--- config.mk ---
export PLATFORM = sky130hd
export DESIGN_NAME = format_print_engine
export DESIGN_NICKNAME = d
export VERILOG_FILES = /design/src/rtl/fpe_pkg.sv /design/src/rtl/fpe_numconv.sv /design/src/rtl/format_print_engine.sv
export SDC_FILE = /design/constraint.sdc
export NUM_CORES = 1
export LEC_CHECK = 0
export BUFFER_PORTS_ARGS = -buffer_cell sky130_fd_sc_hd__buf_2
export CELL_PAD_IN_SITES_DETAIL_PLACEMENT = 0
export CELL_PAD_IN_SITES_GLOBAL_PLACEMENT = 2
export CORE_AREA = 2 2 181 183
export DETAILED_ROUTE_END_ITERATION = 16
export DIE_AREA = 0 0 183 185
export PLACE_DENSITY = 0.91
export SETUP_SLACK_MARGIN = 0.05
export SYNTH_ARGS = -nofsm -noshare
export SYNTH_HDL_FRONTEND = slang
export SYNTH_SLANG_ARGS = --single-unit
--- constraint.sdc ---
create_clock -name clk -period 5.9 [get_ports clk]
set_input_delay 0.295 -clock clk [delete_from_list [all_inputs] [get_ports clk]]
set_output_delay 0.295 -clock clk [all_outputs]
set_load 0.02 [all_outputs]
--- src/rtl/fpe_pkg.sv ---
// Shared types, constants and helpers for the format print engine.
// Used by fpe_numconv and format_print_engine; depends on nothing else.
package fpe_pkg;

  localparam int INT_BITS = 32;
  localparam int PTR_BITS = 64;
  localparam int ARG_W    = 64;
  localparam int CHAR_W   = 8;
  localparam int TOTAL_W  = 31;
  localparam int FUNC_W   = 2;

  localparam int IN_TDATA_W  = 72;  // byte_in + arg_word
  localparam int OUT_TDATA_W = 40;  // out_char + char_total + pad
  localparam int OUT_TUSER_W = 3;

  // digit counts of each number format
  localparam int DEC_DIGITS  = (INT_BITS * 30103) / 100000 + 1;
  localparam int OCT_DIGITS  = (INT_BITS + 2) / 3;
  localparam int HEXI_DIGITS = (INT_BITS + 3) / 4;
  localparam int HEXP_DIGITS = (PTR_BITS + 3) / 4;

  localparam int DEC_W  = 4 * DEC_DIGITS;
  localparam int OCT_W  = 3 * OCT_DIGITS;
  localparam int HEXI_W = 4 * HEXI_DIGITS;
  localparam int HEXP_W = 4 * HEXP_DIGITS;
  localparam int DAB_W  = DEC_W + INT_BITS;  // BCD field on top of the binary field

  localparam int NUM_W_A = (DAB_W > HEXP_W) ? DAB_W : HEXP_W;
  localparam int NUM_W_B = (OCT_W > HEXI_W) ? OCT_W : HEXI_W;
  localparam int NUM_W   = (NUM_W_A > NUM_W_B) ? NUM_W_A : NUM_W_B;

  localparam int DIG_A   = (DEC_DIGITS > OCT_DIGITS) ? DEC_DIGITS : OCT_DIGITS;
  localparam int DIG_B   = (HEXI_DIGITS > HEXP_DIGITS) ? HEXI_DIGITS : HEXP_DIGITS;
  localparam int MAX_DIG = (DIG_A > DIG_B) ? DIG_A : DIG_B;
  localparam int CNT_MAX = (INT_BITS > MAX_DIG) ? INT_BITS : MAX_DIG;
  localparam int CNT_W   = $clog2(CNT_MAX + 1);

  localparam logic [TOTAL_W-1:0] TOTAL_MAX = {TOTAL_W{1'b1}};

  // item kinds on in_tuser
  localparam logic [FUNC_W-1:0] FUNC_FMT = 2'd0;
  localparam logic [FUNC_W-1:0] FUNC_ARG = 2'd1;
  localparam logic [FUNC_W-1:0] FUNC_STR = 2'd2;

  localparam logic [CHAR_W-1:0] CH_NUL   = 8'h00;
  localparam logic [CHAR_W-1:0] CH_PCT   = 8'h25;  // '%'
  localparam logic [CHAR_W-1:0] CH_MINUS = 8'h2D;  // '-'
  localparam logic [CHAR_W-1:0] CH_ZERO  = 8'h30;  // '0'
  localparam logic [CHAR_W-1:0] CH_LA    = 8'h61;  // 'a'
  localparam logic [CHAR_W-1:0] CH_UA    = 8'h41;  // 'A'
  localparam logic [CHAR_W-1:0] CH_C     = 8'h63;  // 'c'
  localparam logic [CHAR_W-1:0] CH_D     = 8'h64;  // 'd'
  localparam logic [CHAR_W-1:0] CH_I     = 8'h69;  // 'i'
  localparam logic [CHAR_W-1:0] CH_U     = 8'h75;  // 'u'
  localparam logic [CHAR_W-1:0] CH_O     = 8'h6F;  // 'o'
  localparam logic [CHAR_W-1:0] CH_X     = 8'h78;  // 'x'
  localparam logic [CHAR_W-1:0] CH_UX    = 8'h58;  // 'X'
  localparam logic [CHAR_W-1:0] CH_P     = 8'h70;  // 'p'
  localparam logic [CHAR_W-1:0] CH_S     = 8'h73;  // 's'

  typedef enum logic [2:0] {PM_IDLE, PM_PCT, PM_ARG, PM_STR} parse_mode_t;

  typedef enum logic [2:0] {
    CV_NONE, CV_CHR, CV_DEC, CV_UNS, CV_OCT, CV_HEX, CV_HEXU, CV_PTR
  } conv_t;

  typedef enum logic [2:0] {NK_DEC, NK_OCT, NK_HEXL, NK_HEXU, NK_PTR} num_kind_t;

  typedef enum logic [1:0] {ST_IN, ST_CHR, ST_NUM} top_state_t;

  typedef enum logic [1:0] {NC_IDLE, NC_DABBLE, NC_OUT} nc_state_t;

  typedef struct packed {
    logic      load;
    num_kind_t kind;
  } fpe_num_cmd_t;

  typedef struct packed {
    logic              valid;
    logic              last;
    logic [CHAR_W-1:0] ch;
  } fpe_dig_t;

  function automatic conv_t conv_code(input logic [CHAR_W-1:0] b);
    conv_t c;
    unique case (b)
      CH_C:       c = CV_CHR;
      CH_D, CH_I: c = CV_DEC;
      CH_U:       c = CV_UNS;
      CH_O:       c = CV_OCT;
      CH_X:       c = CV_HEX;
      CH_UX:      c = CV_HEXU;
      CH_P:       c = CV_PTR;
      default:    c = CV_NONE;
    endcase
    return c;
  endfunction

endpackage

--- src/rtl/fpe_numconv.sv ---
// Digit-serial number to text converter: shift-and-add-3 for decimal,
// digit shifting for octal and hex, leading zeros dropped. Uses fpe_pkg.
module fpe_numconv (
  input  logic                      clk,
  input  logic                      rst_n,
  input  fpe_pkg::fpe_num_cmd_t     cmd,
  input  logic [fpe_pkg::ARG_W-1:0] value,
  input  logic                      take,
  output fpe_pkg::fpe_dig_t         dig
);
  import fpe_pkg::*;

  nc_state_t        st_r, st_nxt;
  logic [NUM_W-1:0] num_r, num_nxt;
  logic [CNT_W-1:0] cnt_r, cnt_nxt;
  logic             oct_r, oct_nxt;
  logic             upper_r, upper_nxt;
  logic             skip_r, skip_nxt;

  logic [NUM_W-1:0] load_val;
  logic [CNT_W-1:0] load_cnt;
  logic [NUM_W-1:0] dab;
  logic [NUM_W-1:0] num_shift;
  logic [3:0]       top_dig;
  logic [CHAR_W-1:0] alpha;
  logic             hold;

  always_ff @(posedge clk) begin
    if (!rst_n) begin
      st_r   <= NC_IDLE;
      cnt_r  <= '0;
      skip_r <= 1'b1;
    end else begin
      st_r   <= st_nxt;
      cnt_r  <= cnt_nxt;
      skip_r <= skip_nxt;
    end
  end

  always_ff @(posedge clk) begin
    num_r   <= num_nxt;
    oct_r   <= oct_nxt;
    upper_r <= upper_nxt;
  end

  // octal/hex go to the top of num_r, decimal just under the BCD field
  always_comb begin
    load_val = '0;
    load_cnt = '0;
    unique case (cmd.kind)
      NK_DEC: begin
        load_val[NUM_W-DEC_W-1 -: INT_BITS] = value[INT_BITS-1:0];
        load_cnt = CNT_W'(INT_BITS);
      end
      NK_OCT: begin
        load_val[NUM_W-1 -: OCT_W] = OCT_W'(value[INT_BITS-1:0]);
        load_cnt = CNT_W'(OCT_DIGITS);
      end
      NK_HEXL, NK_HEXU: begin
        load_val[NUM_W-1 -: HEXI_W] = HEXI_W'(value[INT_BITS-1:0]);
        load_cnt = CNT_W'(HEXI_DIGITS);
      end
      NK_PTR: begin
        load_val[NUM_W-1 -: HEXP_W] = HEXP_W'(value[PTR_BITS-1:0]);
        load_cnt = CNT_W'(HEXP_DIGITS);
      end
      default: begin
        load_val = '0;
        load_cnt = '0;
      end
    endcase
  end

  // add 3 to every BCD nibble of 5 or more before the next shift
  always_comb begin
    dab = num_r;
    for (int i = 0; i < DEC_DIGITS; i++) begin
      if (dab[NUM_W-1-4*i -: 4] >= 4'd5) begin
        dab[NUM_W-1-4*i -: 4] = dab[NUM_W-1-4*i -: 4] + 4'd3;
      end
    end
  end

  assign top_dig   = oct_r ? {1'b0, num_r[NUM_W-1 -: 3]} : num_r[NUM_W-1 -: 4];
  assign num_shift = oct_r ? (num_r << 3) : (num_r << 4);
  assign alpha     = upper_r ? CH_UA : CH_LA;
  assign hold      = skip_r && (top_dig == 4'd0) && (cnt_r != CNT_W'(1));

  always_comb begin
    st_nxt    = st_r;
    num_nxt   = num_r;
    cnt_nxt   = cnt_r;
    oct_nxt   = oct_r;
    upper_nxt = upper_r;
    skip_nxt  = skip_r;
    dig.valid = 1'b0;
    dig.last  = (cnt_r == CNT_W'(1));
    dig.ch    = (top_dig < 4'd10) ? (CH_ZERO + {4'b0, top_dig})
                                  : (alpha + {4'b0, top_dig} - 8'd10);
    unique case (st_r)
      NC_IDLE: begin
        if (cmd.load) begin
          num_nxt   = load_val;
          cnt_nxt   = load_cnt;
          oct_nxt   = (cmd.kind == NK_OCT);
          upper_nxt = (cmd.kind == NK_HEXU);
          skip_nxt  = 1'b1;
          st_nxt    = (cmd.kind == NK_DEC) ? NC_DABBLE : NC_OUT;
        end
      end
      NC_DABBLE: begin
        num_nxt = dab << 1;
        cnt_nxt = cnt_r - CNT_W'(1);
        if (cnt_r == CNT_W'(1)) begin
          cnt_nxt = CNT_W'(DEC_DIGITS);
          st_nxt  = NC_OUT;
        end
      end
      NC_OUT: begin
        dig.valid = !hold;
        if (hold) begin
          num_nxt = num_shift;
          cnt_nxt = cnt_r - CNT_W'(1);
        end else if (take) begin
          num_nxt  = num_shift;
          cnt_nxt  = cnt_r - CNT_W'(1);
          skip_nxt = 1'b0;
          if (cnt_r == CNT_W'(1)) begin
            st_nxt = NC_IDLE;
          end
        end
      end
      default: st_nxt = NC_IDLE;
    endcase
  end

endmodule

--- src/rtl/format_print_engine.sv ---
// Streaming printf formatter: format bytes, argument words and string bytes in, characters out.
// Top level; uses fpe_pkg and fpe_numconv.
//
// Each transaction is taken in ST_IN and its results follow from an output
// register, with gaps while leading zeros are scanned. An unknown conversion
// echoes two characters. fpe_numconv drops leading zeros at one position per
// cycle. The first position is scanned in the cycle after the transaction,
// alongside any "0x" that is sent. Decimal conversion first runs
// shift-and-add-3 over the 32 value bits in fpe_numconv, overlapped with any
// '-' sign, and then scans 10 digit positions. A new transaction is taken once
// the last result of the previous one is in the output register; a stalled
// output holds the result and the counters and stops further results, but does
// not hold off the next transaction.
module format_print_engine (
  input  logic                            clk,
  input  logic                            rst_n,
  input  logic                            in_tvalid,
  output logic                            in_tready,
  input  logic [fpe_pkg::IN_TDATA_W-1:0]  in_tdata,   // byte_in[7:0], arg_word[71:8]
  input  logic [fpe_pkg::FUNC_W-1:0]      in_tuser,   // func[1:0]
  output logic                            out_tvalid,
  input  logic                            out_tready,
  output logic [fpe_pkg::OUT_TDATA_W-1:0] out_tdata,  // out_char[7:0], char_total[38:8], pad
  output logic [fpe_pkg::OUT_TUSER_W-1:0] out_tuser,  // char_valid, call_done, kind_error
  output logic                            out_tlast
);
  import fpe_pkg::*;

  top_state_t         st_r, st_nxt;
  parse_mode_t        mode_r, mode_nxt;
  conv_t              pend_r, pend_nxt;
  logic [TOTAL_W-1:0] count_r, count_nxt;
  logic [1:0]         nch_r, nch_nxt;
  logic               numf_r, numf_nxt;
  logic               done_r, done_nxt;
  logic               kerr_r, kerr_nxt;
  logic [CHAR_W-1:0]  ch0_r, ch0_nxt;
  logic [CHAR_W-1:0]  ch1_r, ch1_nxt;

  logic               ov_r, ov_nxt;
  logic [CHAR_W-1:0]  oc_r, oc_nxt;
  logic               ocv_r, ocv_nxt;
  logic               olast_r, olast_nxt;
  logic               odone_r, odone_nxt;
  logic               okerr_r, okerr_nxt;
  logic [TOTAL_W-1:0] ototal_r, ototal_nxt;

  // decode of the incoming transaction
  logic [FUNC_W-1:0]   func;
  logic [CHAR_W-1:0]   b;
  logic [ARG_W-1:0]    w;
  logic [INT_BITS-1:0] v;
  logic [INT_BITS-1:0] mag;
  logic [FUNC_W-1:0]   want;
  conv_t               conv;
  parse_mode_t         d_mode;
  conv_t               d_pend;
  logic [1:0]          d_nch;
  logic [CHAR_W-1:0]   d_ch0, d_ch1;
  logic                d_numf, d_done, d_kerr;
  logic                d_load;
  num_kind_t           d_kind;
  logic [ARG_W-1:0]    d_val;

  logic               in_fire;
  logic               free;
  logic               wr, wr_cv, wr_last;
  logic [CHAR_W-1:0]  wr_ch;
  logic [TOTAL_W-1:0] c_inc, c_after;
  logic               take;

  fpe_num_cmd_t       ncmd;
  fpe_dig_t           dig;

  fpe_numconv u_numconv (
    .clk   (clk),
    .rst_n (rst_n),
    .cmd   (ncmd),
    .value (d_val),
    .take  (take),
    .dig   (dig)
  );

  always_ff @(posedge clk) begin
    if (!rst_n) begin
      st_r    <= ST_IN;
      mode_r  <= PM_IDLE;
      pend_r  <= CV_NONE;
      count_r <= '0;
      nch_r   <= '0;
      numf_r  <= 1'b0;
      done_r  <= 1'b0;
      kerr_r  <= 1'b0;
      ov_r    <= 1'b0;
    end else begin
      st_r    <= st_nxt;
      mode_r  <= mode_nxt;
      pend_r  <= pend_nxt;
      count_r <= count_nxt;
      nch_r   <= nch_nxt;
      numf_r  <= numf_nxt;
      done_r  <= done_nxt;
      kerr_r  <= kerr_nxt;
      ov_r    <= ov_nxt;
    end
  end

  always_ff @(posedge clk) begin
    ch0_r    <= ch0_nxt;
    ch1_r    <= ch1_nxt;
    oc_r     <= oc_nxt;
    ocv_r    <= ocv_nxt;
    olast_r  <= olast_nxt;
    odone_r  <= odone_nxt;
    okerr_r  <= okerr_nxt;
    ototal_r <= ototal_nxt;
  end

  assign func = in_tuser;
  assign b    = in_tdata[CHAR_W-1:0];
  assign w    = in_tdata[CHAR_W+ARG_W-1:CHAR_W];
  assign v    = w[INT_BITS-1:0];
  // two's complement magnitude; the most negative value maps to itself
  assign mag  = v[INT_BITS-1] ? (~v + INT_BITS'(1)) : v;
  assign conv = conv_code(b);

  always_comb begin
    priority if (mode_r == PM_ARG) want = FUNC_ARG;
    else if (mode_r == PM_STR)     want = FUNC_STR;
    else                           want = FUNC_FMT;
  end

  always_comb begin
    d_mode = mode_r;
    d_pend = pend_r;
    d_nch  = 2'd0;
    d_ch0  = b;
    d_ch1  = b;
    d_numf = 1'b0;
    d_done = 1'b0;
    d_kerr = 1'b0;
    d_load = 1'b0;
    d_kind = NK_DEC;
    d_val  = w;
    if (func != want) begin
      d_kerr = 1'b1;
    end else begin
      unique case (mode_r)
        PM_IDLE: begin
          priority if (b == CH_NUL) d_done = 1'b1;
          else if (b == CH_PCT)     d_mode = PM_PCT;
          else                      d_nch  = 2'd1;
        end
        PM_PCT: begin
          d_mode = PM_IDLE;
          priority if (b == CH_NUL) begin
            d_nch  = 2'd1;
            d_ch0  = CH_PCT;
            d_done = 1'b1;
          end else if (b == CH_PCT) begin
            d_nch = 2'd1;
            d_ch0 = CH_PCT;
          end else if (b == CH_S) begin
            d_mode = PM_STR;
          end else if (conv != CV_NONE) begin
            d_pend = conv;
            d_mode = PM_ARG;
          end else begin
            // unknown conversion: echo '%' and the letter
            d_nch = 2'd2;
            d_ch0 = CH_PCT;
            d_ch1 = b;
          end
        end
        PM_ARG: begin
          d_mode = PM_IDLE;
          d_pend = CV_NONE;
          unique case (pend_r)
            CV_CHR: begin
              d_nch = 2'd1;
              d_ch0 = w[CHAR_W-1:0];
            end
            CV_DEC: begin
              d_nch  = v[INT_BITS-1] ? 2'd1 : 2'd0;
              d_ch0  = CH_MINUS;
              d_numf = 1'b1;
              d_load = 1'b1;
              d_kind = NK_DEC;
              d_val  = ARG_W'(mag);
            end
            CV_UNS: begin
              d_numf = 1'b1;
              d_load = 1'b1;
              d_kind = NK_DEC;
            end
            CV_OCT: begin
              d_numf = 1'b1;
              d_load = 1'b1;
              d_kind = NK_OCT;
            end
            CV_HEX: begin
              d_numf = 1'b1;
              d_load = 1'b1;
              d_kind = NK_HEXL;
            end
            CV_HEXU: begin
              d_numf = 1'b1;
              d_load = 1'b1;
              d_kind = NK_HEXU;
            end
            CV_PTR, CV_NONE: begin
              d_nch  = 2'd2;
              d_ch0  = CH_ZERO;
              d_ch1  = CH_X;
              d_numf = 1'b1;
              d_load = 1'b1;
              d_kind = NK_PTR;
            end
            default: d_nch = 2'd0;
          endcase
        end
        PM_STR: begin
          if (b == CH_NUL) d_mode = PM_IDLE;
          else             d_nch  = 2'd1;
        end
        default: d_mode = PM_IDLE;
      endcase
    end
    if (d_done) begin
      d_mode = PM_IDLE;
      d_pend = CV_NONE;
    end
  end

  assign in_fire   = in_tvalid && in_tready;
  assign ncmd.load = in_fire && d_load;
  assign ncmd.kind = d_kind;
  assign free      = !ov_r || out_tready;

  assign c_inc   = (count_r == TOTAL_MAX) ? count_r : (count_r + TOTAL_W'(1));
  assign c_after = wr_cv ? c_inc : count_r;

  always_comb begin
    st_nxt    = st_r;
    mode_nxt  = mode_r;
    pend_nxt  = pend_r;
    nch_nxt   = nch_r;
    numf_nxt  = numf_r;
    done_nxt  = done_r;
    kerr_nxt  = kerr_r;
    ch0_nxt   = ch0_r;
    ch1_nxt   = ch1_r;
    in_tready = 1'b0;
    take      = 1'b0;
    wr        = 1'b0;
    wr_cv     = 1'b0;
    wr_last   = 1'b0;
    wr_ch     = CH_NUL;
    unique case (st_r)
      ST_IN: begin
        in_tready = 1'b1;
        if (in_fire) begin
          mode_nxt = d_mode;
          pend_nxt = d_pend;
          nch_nxt  = d_nch;
          numf_nxt = d_numf;
          done_nxt = d_done;
          kerr_nxt = d_kerr;
          ch0_nxt  = d_ch0;
          ch1_nxt  = d_ch1;
          st_nxt   = ST_CHR;
        end
      end
      ST_CHR: begin
        if (nch_r == 2'd0) begin
          if (numf_r) begin
            st_nxt = ST_NUM;
          end else if (free) begin
            // transaction with no character: one empty result
            wr      = 1'b1;
            wr_last = 1'b1;
            st_nxt  = ST_IN;
          end
        end else if (free) begin
          wr      = 1'b1;
          wr_cv   = 1'b1;
          wr_ch   = ch0_r;
          wr_last = (nch_r == 2'd1) && !numf_r;
          ch0_nxt = ch1_r;
          nch_nxt = nch_r - 2'd1;
          if (nch_r == 2'd1) begin
            st_nxt = numf_r ? ST_NUM : ST_IN;
          end
        end
      end
      ST_NUM: begin
        if (free && dig.valid) begin
          take    = 1'b1;
          wr      = 1'b1;
          wr_cv   = 1'b1;
          wr_ch   = dig.ch;
          wr_last = dig.last;
          if (dig.last) begin
            st_nxt = ST_IN;
          end
        end
      end
      default: st_nxt = ST_IN;
    endcase
  end

  // output register and character count
  always_comb begin
    ov_nxt     = ov_r;
    oc_nxt     = oc_r;
    ocv_nxt    = ocv_r;
    olast_nxt  = olast_r;
    odone_nxt  = odone_r;
    okerr_nxt  = okerr_r;
    ototal_nxt = ototal_r;
    count_nxt  = count_r;
    if (wr) begin
      ov_nxt     = 1'b1;
      oc_nxt     = wr_ch;
      ocv_nxt    = wr_cv;
      olast_nxt  = wr_last;
      odone_nxt  = wr_last && done_r;
      okerr_nxt  = wr_last && kerr_r;
      ototal_nxt = (wr_last && done_r) ? c_after : '0;
      count_nxt  = (wr_last && done_r) ? '0 : c_after;
    end else if (out_tready) begin
      ov_nxt = 1'b0;
    end
  end

  assign out_tvalid = ov_r;
  assign out_tdata  = {1'b0, ototal_r, oc_r};
  assign out_tuser  = {okerr_r, odone_r, ocv_r};
  assign out_tlast  = olast_r;

endmodule
==> results.yml <==
global_route:
  antenna_found_initial: 0
  grt_max_degree: 85
  grt_pass1_vias: 10900
  track_usage_pct: 23.9
  grt_overflow: 0
  grt_pass1_wl_um: 63400
placed_design:
  gp_congestion: 0.879
  hpwlAfterDp_um: 29300
  io_buffers: 122
  dp_cells: 1869
timing:
  rsz0062_at_grt: "no"
  maxSlewViolCount: 0
  maxClockFrequency_mhz: 286
  finalCritPeriodShare_pct: 59.3
  setup-tns-final_ps: 0
  hold_viol_final: 0
  worst_pin_slew_ps: 1120
  whs_ps: 164
  slew_headroom_pct: 25.0
  fin_skew_ps: 9.38
  finalCriticalPeriod_ps: 3500
  setup_viol: 0
layout:
  final_util_pct: 44.9
  final_net_count: 1598
  antenna_cells: 0
  syn2layout_area_growth_pct: 11.7
  post_route_cells_drive_above_1_share_pct: 15.7
  instances_no_fill: 1901
worst_setup_path:
  r2r-end: "u_numconv.cnt_r[4]"
  reg2reg_from: "mode_r[0]"
  worstPathCellList: "inv_1, ha_1, nand2_1, a2111oi_2, nor2b_1, a311oi_4, buf_4, o21ai_0, a31o_2"
  crit_start: "mode_r[0]"
  critPathBufInv: 2
  critPathKind: "flip-flop to flip-flop"
  worstSetupStartpointType: "flip-flop"
  cp_top_family: "compound AO/OA/AOI/OAI gates"
  required_ps: 6240
  reg2reg_depth: 9
  critPathMaxFanout: 84
  ff2ff_setup_slack_ps: 2400
  cp_slowest_cell: "buf_4"
  max_stage_delay_ps: 860
  arrival_ps: 3840
  critPathCaptureType: "flip-flop"
routing:
  drc: 0
  post_drt_wl_per_cell_um: 21.3
  ant_nets: 0
  route.vias.total: 11600
  avgViaCountPerCell: 6.10
  first_pass_iters: 6
  routed_wirelength_um: 40400
  drt_iter0_drc: 1140
floorplanning:
  die_w_um: 183
  core_um2: 32000
  io_pins: 124
  die-area_um2: 33900
  start_util_pct: 40.2
  die_height_um: 185
  num_rows: 66
clocking:
  cts_buffers: 17
  ctsHoldBuffers: 0
  clkLatencyLatePin_ps: 450
  htree_levels: 4
  cts.sinks: 186
  post_cts_buffers: 0
  post_cts_resized: 0
  cts_tree: "done"
  clk_pin_slew_ps: 70
  root_buffer: "clkbuf_16"
  cts_buffer_depth: 2
synth:
  synthFlopType: "edfxtp_1"
  yosysWarnings: 0
  avgSynthCellArea_um2: 9.14
  synth_area_um2: 12900
  synthArstFlopShare_pct: 0
  syn_nets: 1528
  syn_inst: 1410
  ys_seq_area_share_pct: 39.2
  synth_edf_count: 133
  yosys.cell_types.count: 86
  ys_ff_latch: 186
pwr:
  p_leak_nw: 4.85
  ir_worst_vdd_mv: 0.231
  power.density_nw_per_um2: 243
status:
  outcome: "finished clean"
hold_path:
  holdPathEnd: "u_numconv.num_r[60]"
  whs_path_depth: 3
  hold_path_class: "input pin to flip-flop"
  holdCritStartpoint: "in_tdata[60]"
run:
  max_cap_viol_count: 0
-- per-layer routing --
layer	share of wire, %	vias up	track usage [%]
met1	46	5623	34.0
li1	-	5481	-
met3	6.4	46	3.22
met2	46	440	38.5
met4	1.9	0	6.21
met5	0	-	0
-- cells by family (layout without fill, tap and decap cells) --
| group | after synthesis | in the layout | synth area share, % |
|---|---|---|---|
| compound gates | 438 | 438 | 23.6 |
| fa+ha+maj | 40 | 40 | 3.88 |
| xor+xnor | 60 | 60 | 4.13 |
| other cells | 1 | 1 | 0.0291 |
| simple gates | 473 | 473 | 18.9 |
| buf+inv | 141 | 224 | 4.51 |
| flops | 186 | 186 | 39.2 |
| mux | 71 | 71 | 5.76 |
-- area by class of cell --
class	instances	area [um^2]
fillers	3120	17600
multi-input cells	1083	7270
flip-flops and latches	186	5050
repair buffers	137	723
well taps	408	510
clock buffers	18	429
inverters	55	206
clock inverters	14	203
-- cells in the mapped netlist, types with 26 or more instances --
library cell / number / area, um^2
ha_1: 40 / 500
clkbuf_1: 52 / 195
o211ai_1: 28 / 210
inv_1: 53 / 199
o21ai_0: 100 / 500
nand2b_1: 31 / 194
edfxtp_1: 133 / 3990
nand2_1: 143 / 537
nand3_1: 26 / 130
a21oi_1: 86 / 430
a22oi_1: 27 / 203
xnor2_1: 32 / 280
dfxtp_1: 53 / 1060
xor2_1: 27 / 236
mux2i_1: 46 / 460
nor2_1: 98 / 368
-- placed cells by master (no fill, tap or decap), types with 32 or more instances in the layout --
master	Yosys	layout
inv_1	53	52
edfxtp_1	133	133
xnor2_1	32	32
ha_1	40	40
mux2i_1	46	46
dfxtp_1	53	53
o21ai_0	100	100
nor2_1	98	98
nand2_1	143	143
buf_2	18	122
a21oi_1	86	85
-- worst reg2reg max path: stages (launching register included) --
cell and delay [ps]:
dfxtp_1 360, inv_1 100, ha_1 360, nand2_1 200, a2111oi_2 490, nor2b_1 170, a311oi_4 270, buf_4 860
o21ai_0 270, a31o_2 300
-- state kept, by name, indices dropped and copies added (netlist names), 2 cells and up --
signal,cells
pend_r,3
nch_r,2
count_r,31
u_numconv.num_r,72
ototal_r,31
st_r,2
oc_r,8
mode_r,2
ch1_r,8
u_numconv.st_r,2
ch0_r,8
u_numconv.cnt_r,6
-- where the power goes --
group	internal [mW]	switching, mW
clock network	0.688	0.567
registers	1.53	0.0729
logic	0.212	0.423
total	2.43	1.06
-- stage by stage --
stage	power, mW	instance area (um^2)	setup slack [ps]
floorplan	2.03	12900	2280
global placement	2.25	13800	2490
detailed placement	2.26	13800	2410
CTS	3.50	14400	2410
global route	3.63	14400	2090
finish	3.50	14400	2400
-- worst max-delay path by stage --
stage                         endpoint  slack [ps]  cells past startpoint
floorplan           u_numconv.cnt_r[5]        2280                     10
global placement    u_numconv.cnt_r[4]        2490                      9
detailed placement  u_numconv.cnt_r[4]        2410                      9
CTS                 u_numconv.cnt_r[4]        2410                      9
global route        u_numconv.cnt_r[2]        2090                      9
finish              u_numconv.cnt_r[4]        2400                      9
No activity file was read; power rests on OpenSTA's default activity.
